**config.mk**
```make
export PLATFORM = sky130hd
export DESIGN_NAME = cmwc_seedgen
export DESIGN_NICKNAME = d
export VERILOG_FILES = /design/src/hdl/cmwc_pkg.sv /design/src/hdl/cmwc_seedgen.sv
export SDC_FILE = /design/constraint.sdc
export NUM_CORES = 1
export LEC_CHECK = 0
export BUFFER_PORTS_ARGS = -buffer_cell sky130_fd_sc_hd__buf_2
export CAP_MARGIN = 15
export CORE_UTILIZATION = 35
export DETAILED_ROUTE_END_ITERATION = 8
export PLACE_DENSITY_LB_ADDON = 0.08
export SYNTH_ARGS = -nofsm -noshare
export SYNTH_HDL_FRONTEND = slang
export SYNTH_SLANG_ARGS = --single-unit
export TNS_END_PERCENT = 20
```
**constraint.sdc**
```tcl
create_clock -name clk_i -period 5.1 [get_ports clk_i]
set_input_delay 0.255 -clock clk_i [delete_from_list [all_inputs] [get_ports clk_i]]
set_output_delay 0.255 -clock clk_i [all_outputs]
set_load 0.005 [all_outputs]
```
**src/hdl/cmwc_pkg.sv**
```systemverilog
// ----------------------------------------------------------------------------
// cmwc_pkg
// Shared constants, types and state codes for the lag-4096 complementary
// multiply-with-carry random generator.
// ----------------------------------------------------------------------------
`default_nettype none

package cmwc_pkg;

  localparam int unsigned LagDepth = 4096;
  localparam int unsigned DataW    = 32;
  localparam int unsigned MultW    = 15;
  localparam int unsigned ProdW    = DataW + MultW;
  localparam int unsigned CarryW   = 19;
  localparam int unsigned CountW   = 64;

  localparam logic [MultW-1:0]  CmwcMult   = MultW'(18782);
  localparam logic [DataW-1:0]  Golden     = 32'h9e37_79b9;
  localparam logic [DataW-1:0]  RBase      = 32'hffff_fffe;
  localparam logic [CarryW-1:0] CarryInit  = CarryW'(362436);

  localparam logic KindSeed = 1'b0;
  localparam logic KindDraw = 1'b1;

  typedef enum logic [2:0] {
    StClear,
    StIdle,
    StFill,
    StWarmRd,
    StMul,
    StWb
  } state_e;

  typedef struct packed {
    logic load;
    logic advance;
  } seedgen_ctrl_t;

endpackage

`default_nettype wire

```
**src/hdl/cmwc_seedgen.sv**
```systemverilog
// ----------------------------------------------------------------------------
// cmwc_seedgen
// Produces the table fill sequence from a seed word, one word per cycle while
// advance is high, keeping the last three words in a small window.
// ----------------------------------------------------------------------------
`default_nettype none

module cmwc_seedgen #(
  parameter int unsigned LAG_DEPTH = cmwc_pkg::LagDepth
) (
  input  wire logic                              clk_i,
  input  wire cmwc_pkg::seedgen_ctrl_t           ctrl_i,
  input  wire logic [cmwc_pkg::DataW-1:0]        seed_i,
  input  wire logic [$clog2(LAG_DEPTH)-1:0]      idx_i,
  output logic      [cmwc_pkg::DataW-1:0]        value_o
);

  localparam int unsigned IdxW = $clog2(LAG_DEPTH);

  logic [cmwc_pkg::DataW-1:0] w0_q, w1_q, w2_q;
  logic [cmwc_pkg::DataW-1:0] idx_ext;

  assign idx_ext = cmwc_pkg::DataW'(idx_i);

  always_comb begin
    priority if (idx_i == '0) begin
      value_o = w0_q;
    end else if (idx_i == IdxW'(1) || idx_i == IdxW'(2)) begin
      value_o = w0_q + cmwc_pkg::Golden;
    end else begin
      value_o = w2_q ^ w1_q ^ cmwc_pkg::Golden ^ idx_ext;
    end
  end

  always_ff @(posedge clk_i) begin
    if (ctrl_i.load) begin
      w0_q <= seed_i;
    end else if (ctrl_i.advance) begin
      w2_q <= w1_q;
      w1_q <= w0_q;
      w0_q <= value_o;
    end
  end

endmodule

`default_nettype wire

```
==> results_dict.tcl, run 1 <==
set metrics [dict create \
    finalHoldViolations 0 \
    wl_per_cell_um 19.41 \
    cp_num_cells 7 \
    cts_resized 0 \
    yosysWarnings 0 \
    register_area_um2 2883 \
    start_util_pct 36.00 \
    nFillCells 1417 \
    die_w_um 124.3 \
    port_buffers 78 \
    clkPwrFrac_pct 36.5 \
    rr_endpoint "w0_q[14]$_DFFE_PP_" \
    skew_ns 0.007518 \
    synth_top_area_share_pct 55.09 \
    cp_num_buf_inv 1 \
    drc 0 \
    yosysSeqAreaShare_pct 55.09 \
    netlist_instances 438 \
    ir_drop_mv 0.1769 \
    synth_area_leaders "edfxtp_1 55%, mux2_2 5.4%, xnor2_1 4.9%" \
    htreeDepth 3 \
    power_mw 2.018 \
    dp_hpwl_mm 9.229 \
    cts_setup_buffers 0 \
    rr_worst_depth 7 \
    crit_slowest_cell "o31ai_1" \
    multi_input_area_um2 2243 \
    p_leak_nw 2.170 \
    grt_busiest_layer "met2" \
    async_flop_share_pct 0 \
    cts_made_buffers 9 \
    synth_seq_cells 96 \
    power.density_nw_per_um2 329.6 \
    vias_per_cell 5.494 \
    clk_pin_slew_worst_paths_ns 0.07 \
    vias 3851 \
    slew_viol_final 0 \
    final_cell_mix "96 x edfxtp_1, 78 x buf_2, 32 x nor2_1, 30 x nand2_1, 29 x xnor2_1" \
    crit_path_end_kind "output port" \
    track_usage_pct 17.97 \
    yosys.area.top_type "edfxtp_1" \
    grt_pass1_vias 3716 \
    critPathArrivalTime_ns 3.07 \
    cp.required_ns 4.85 \
    cp-endpoint "value_o[29]" \
    gp_congestion 0.8082 \
    use_met3_pct 2.835 \
    numClockSinks 96 \
    period_share_pct 65.16 \
    p_int_mw 1.497 \
    cts_buffer_depth 2 \
    core_area_um2 14530 \
    rsz0062_at_grt "no" \
    die_area_um2 15440 \
    die_y_um 124.3 \
    setup_tns_ns 0 \
    finalNetCount 560 \
    antenna_found_initial 0 \
    status "complete, no violations" \
    grt_pass1_wl_mm 21.22 \
    drive_gt1_share_pct 27.47 \
    synth_area_um2 5233 \
    switchingPower_uw 521.7 \
    synth_cell_types 63 \
    hp-class "input port to flop" \
    insertion_delay_ns 0.35 \
    p_comb_share_pct 13.7 \
    synth_edf_count 96 \
    syn-num-nets 486 \
    r2r_slack_ns 2.22 \
    cp-startpoint "w0_q[12]$_DFFE_PP_" \
    drt_first_pass_iters 4 \
    r2r_start "w0_q[0]$_DFFE_PP_" \
    path_max_fanout 8 \
    grt_overflow 0 \
    grt_max_degree 37 \
    diodes 0 \
    routed_wl_mm 13.61 \
    num_rows 44 \
    p_seq_share_pct 49.8 \
    root_buffer "clkbuf_16" \
    grtUsageMet1_pct 25.55 \
    layout_commonest_cell "edfxtp_1" \
    synthFlopType "edfxtp_1" \
    tightest_slew_ns 0.9789 \
    cap_violations 0 \
    path_cells "o41ai_1 > a21boi_0 > o31ai_1 > nand2_1 > and3_1 > nor3_1 > buf_2" \
    max_stage_delay_ns 0.62 \
    ant_nets 0 \
    switching_share_pct 25.85 \
    cp_top_family "compound AO/OA/AOI/OAI gates" \
    cp-start-kind "flop" \
    use_met2_pct 27.30 \
    setup_viol 0 \
    cts_tree "done" \
    max_clock_freq_ghz 0.3009 \
    period_minus_slack_ns 3.323 \
    cts_hold_buffers 0 \
    area_growth_pct 17.03 \
    ioPinCount 79 \
    drtIter0Drc 251 \
    relSlewSlack_pct 34.25 \
    worstSetupPathType "flop to output port" \
    syn-mean-instance-area_um2 11.95 \
]
metal layers:
metal	wire, um	up-vias
met1	6671	1894
met2	6177	88
li1	-	1853
met3	529	16
met4	228	0
met5	0	-
sequential cells by signal (all words and copies together), names as in the netlist:
signal  count
w1_q       32
w2_q       32
w0_q       32
worst reg2reg max path, stage by stage (launching register included):
cell and delay [ns]:
edfxtp_1 0.49, ha_1 0.32, a2111oi_4 0.48, a211oi_2 0.26, or4_1 0.45, a32oi_1 0.20, o311ai_1 0.13, mux2_2 0.30
cells in the mapped netlist (9+ instances only):
master	number
nand2_1	30
clkbuf_1	12
xor2_1	20
nor2_1	32
o21ai_0	16
edfxtp_1	96
mux2_2	25
nand3_1	9
nor3_1	14
a21oi_1	28
xnor2_1	29
power by group through the flow:
stage / clock (mW) / sequential, mW / combinational, mW
global route: 0.773 / 1.02 / 0.304
finish: 0.737 / 1.01 / 0.276
floorplan: 0 / 1.00 / 0.187
detailed placement: 0 / 1.02 / 0.278
CTS: 0.752 / 1.00 / 0.280
global placement: 0 / 1.02 / 0.277
logic make-up after synthesis:
kind of cell / count (synthesis) / share of synthesized area (%)
compound gates: 113 / 15.38
xor+xnor: 49 / 8.202
fa+ha+maj: 2 / 0.4304
buf+inv: 26 / 2.176
flops: 96 / 55.09
mux: 31 / 6.528
simple gates: 121 / 12.20
final cells by class:
type / instances / area share, %
sequential: 96 / 47.08
multi-input combinational: 316 / 36.64
timing repair buffer: 84 / 7.111
tap: 184 / 3.760
clock buffer: 10 / 3.739
clock inverter: 6 / 1.369
inverter: 5 / 0.3065
through the flow:
| stage | hold slack [ns] | instance area (um^2) | utilization (%) | setup WS (ns) | std cells |
|---|---|---|---|---|---|
| 3_3_place_gp | 0.4523 | 5811 | 39.98 | 1.924 | 685 |
| 5_1_grt | 0.1893 | 6123 | 42.13 | 1.549 | 701 |
| 2_1_floorplan | 0.4244 | 5233 | - | 1.323 | 438 |
| 6_report | 0.1787 | 6123 | 42.13 | 1.777 | 701 |
| 3_5_place_dp | 0.4571 | 5811 | 39.98 | 1.885 | 685 |
| 4_1_cts | 0.1707 | 6123 | 42.13 | 1.781 | 701 |
worst min path at each step:
stage               slack, ns                 end          startpoint  cells past startpoint
detailed placement       0.46   w2_q[3]$_DFFE_PP_   w1_q[3]$_DFFE_PP_                      0
finish                   0.18  w0_q[27]$_DFFE_PP_          seed_i[27]                      3
floorplan                0.42  w1_q[15]$_DFFE_PP_  w0_q[15]$_DFFE_PP_                      0
global route             0.19  w0_q[27]$_DFFE_PP_          seed_i[27]                      3
CTS                      0.17  w0_q[27]$_DFFE_PP_          seed_i[27]                      3
global placement         0.45   w2_q[4]$_DFFE_PP_   w1_q[4]$_DFFE_PP_                      0
Power figures use the tool's default switching activity.
==> run 2, diff against run 1 <==
Clock period 5.1 ns to 3.17 ns, I/O delays scaled along.
==> run 2 against run 1 <==
Routed wire length up 0.35%. Setup slack lost 1.6 ns. Total power grew 62%. Design area grew 1.7%. Sequential cell count is the same. Clock power grew 61%. Critical path type unchanged.
==> results_dict.tcl, run 2 (synthesis results as in run 1) <==
set metrics [dict create \
    dp_hpwl_mm 9.141 \
    die_y_um 124.3 \
    drc 0 \
    finalHoldViolations 0 \
    routed_wl_mm 13.65 \
    grt_busiest_layer "met2" \
    numClockSinks 96 \
    worstSetupPathType "flop to output port" \
    register_area_um2 2883 \
    path_cells "ha_1 > a2111oi_4 > a211oi_4 > a2bb2oi_2 > a31oi_1 > or3_1 > nand3_1 > buf_2" \
    nFillCells 1425 \
    cap_violations 0 \
    grt_pass1_vias 3834 \
    cp-start-kind "flop" \
    ir_drop_mv 0.3050 \
    cts_made_buffers 9 \
    grtUsageMet1_pct 26.30 \
    skew_ns 0.007481 \
    tightest_slew_ns 0.9336 \
    multi_input_area_um2 2251 \
    insertion_delay_ns 0.36 \
    critPathArrivalTime_ns 2.81 \
    period_minus_slack_ns 2.972 \
    use_met3_pct 3.565 \
    ant_nets 0 \
    cp_top_family "compound AO/OA/AOI/OAI gates" \
    num_rows 44 \
    gp_congestion 0.7649 \
    largestRegisters "w0_q: 32 flops, w1_q: 32 flops, w2_q: 32 flops" \
    period_share_pct 93.76 \
    setup_tns_ns 0 \
    relSlewSlack_pct 37.76 \
    rsz0062_at_grt "no" \
    htreeDepth 3 \
    die_w_um 124.3 \
    slew_viol_final 0 \
    drt_first_pass_iters 4 \
    cts_tree "done" \
    antenna_found_initial 0 \
    grt_overflow 0 \
    grt_max_degree 33 \
    max_clock_freq_ghz 0.3364 \
    setup_viol 0 \
    ioPinCount 79 \
    core_area_um2 14530 \
    max_stage_delay_ns 0.46 \
    port_buffers 78 \
    area_growth_pct 19.01 \
    cp_num_buf_inv 1 \
    cts_setup_buffers 0 \
    crit_slowest_cell "edfxtp_1" \
    drtIter0Drc 295 \
    status "complete, no violations" \
    cp.required_ns 3.01 \
    p_leak_nw 2.217 \
    hp-class "input port to flop" \
    finalNetCount 570 \
    root_buffer "clkbuf_16" \
    cts_buffer_depth 2 \
    crit_path_end_kind "output port" \
    path_max_fanout 7 \
    cts_hold_buffers 0 \
    layout_commonest_cell "edfxtp_1" \
    use_met2_pct 27.69 \
    clk_pin_slew_worst_paths_ns 0.07 \
    vias_per_cell 5.456 \
    power.density_nw_per_um2 524.0 \
    start_util_pct 36.00 \
    final_util_pct 42.85 \
    diodes 0 \
    vias 3879 \
    drive_gt1_share_pct 28.84 \
    final_cell_mix "96 x edfxtp_1, 78 x buf_2, 32 x nor2_1, 30 x nand2_1, 29 x xnor2_1" \
    track_usage_pct 18.50 \
    die_area_um2 15440 \
    wl_per_cell_um 19.20 \
    grt_pass1_wl_mm 21.88 \
]
## run 2: where the power goes
part	internal, mW	switching [mW]
clock network	0.692	0.500
registers	1.51	0.100
logic	0.214	0.244
## run 2: tightest hold or removal path, stage by stage
cell	delay, ns
buf_2	0.08
nand2_1	0.04
o31ai_1	0.06
## run 2: through the flow
step | std cells | instance area, um^2 | power, mW | setup WS [ns] | hold WS, ns
after global routing | 711 | 6227 | 3.416 | 0.02813 | 0.09704
after floorplan | 438 | 5235 | 1.907 | 0.5738 | 0.3481
after detailed placement | 695 | 5898 | 2.096 | 0.4049 | 0.4450
final | 711 | 6227 | 3.263 | 0.1977 | 0.08546
after global placement | 695 | 5898 | 2.091 | 0.4698 | 0.4332
after CTS | 711 | 6220 | 3.291 | 0.08437 | 0.07230
## run 2: metal layers
metal / share of wire (%) / wire, um
met5: 0 / 0
met4: 1.6 / 225
met3: 5.3 / 728
met2: 45 / 6191
met1: 48 / 6509
## run 2: worst paths after layout
path / from / end / slack, ns / depth (start not counted)
worst min-delay path: seed_i[23] / w0_q[23]$_DFFE_PP_ / 0.09 / 3
worst max register to register: w0_q[0]$_DFFE_PP_ / w0_q[18]$_DFFE_PP_ / 0.38 / 8
worst max-delay path: w0_q[0]$_DFFE_PP_ / value_o[30] / 0.20 / 8
worst min register to register: w1_q[31]$_DFFE_PP_ / w2_q[31]$_DFFE_PP_ / 0.47 / 0
## run 2: repair_timing
action,CTS,global route
resized for setup,0,1
endpoints found under the setup margin,0,1
endpoints found under the hold margin,0,0
## run 2: area by class of cell
type | instances | area share (%)
Tap cell | 184 | 3.697
Timing Repair Buffer | 94 | 8.399
Sequential cell | 96 | 46.29
Inverter | 5 | 0.3014
Multi-Input combinational cell | 316 | 36.15
Clock buffer | 9 | 3.617
Clock inverter | 7 | 1.547
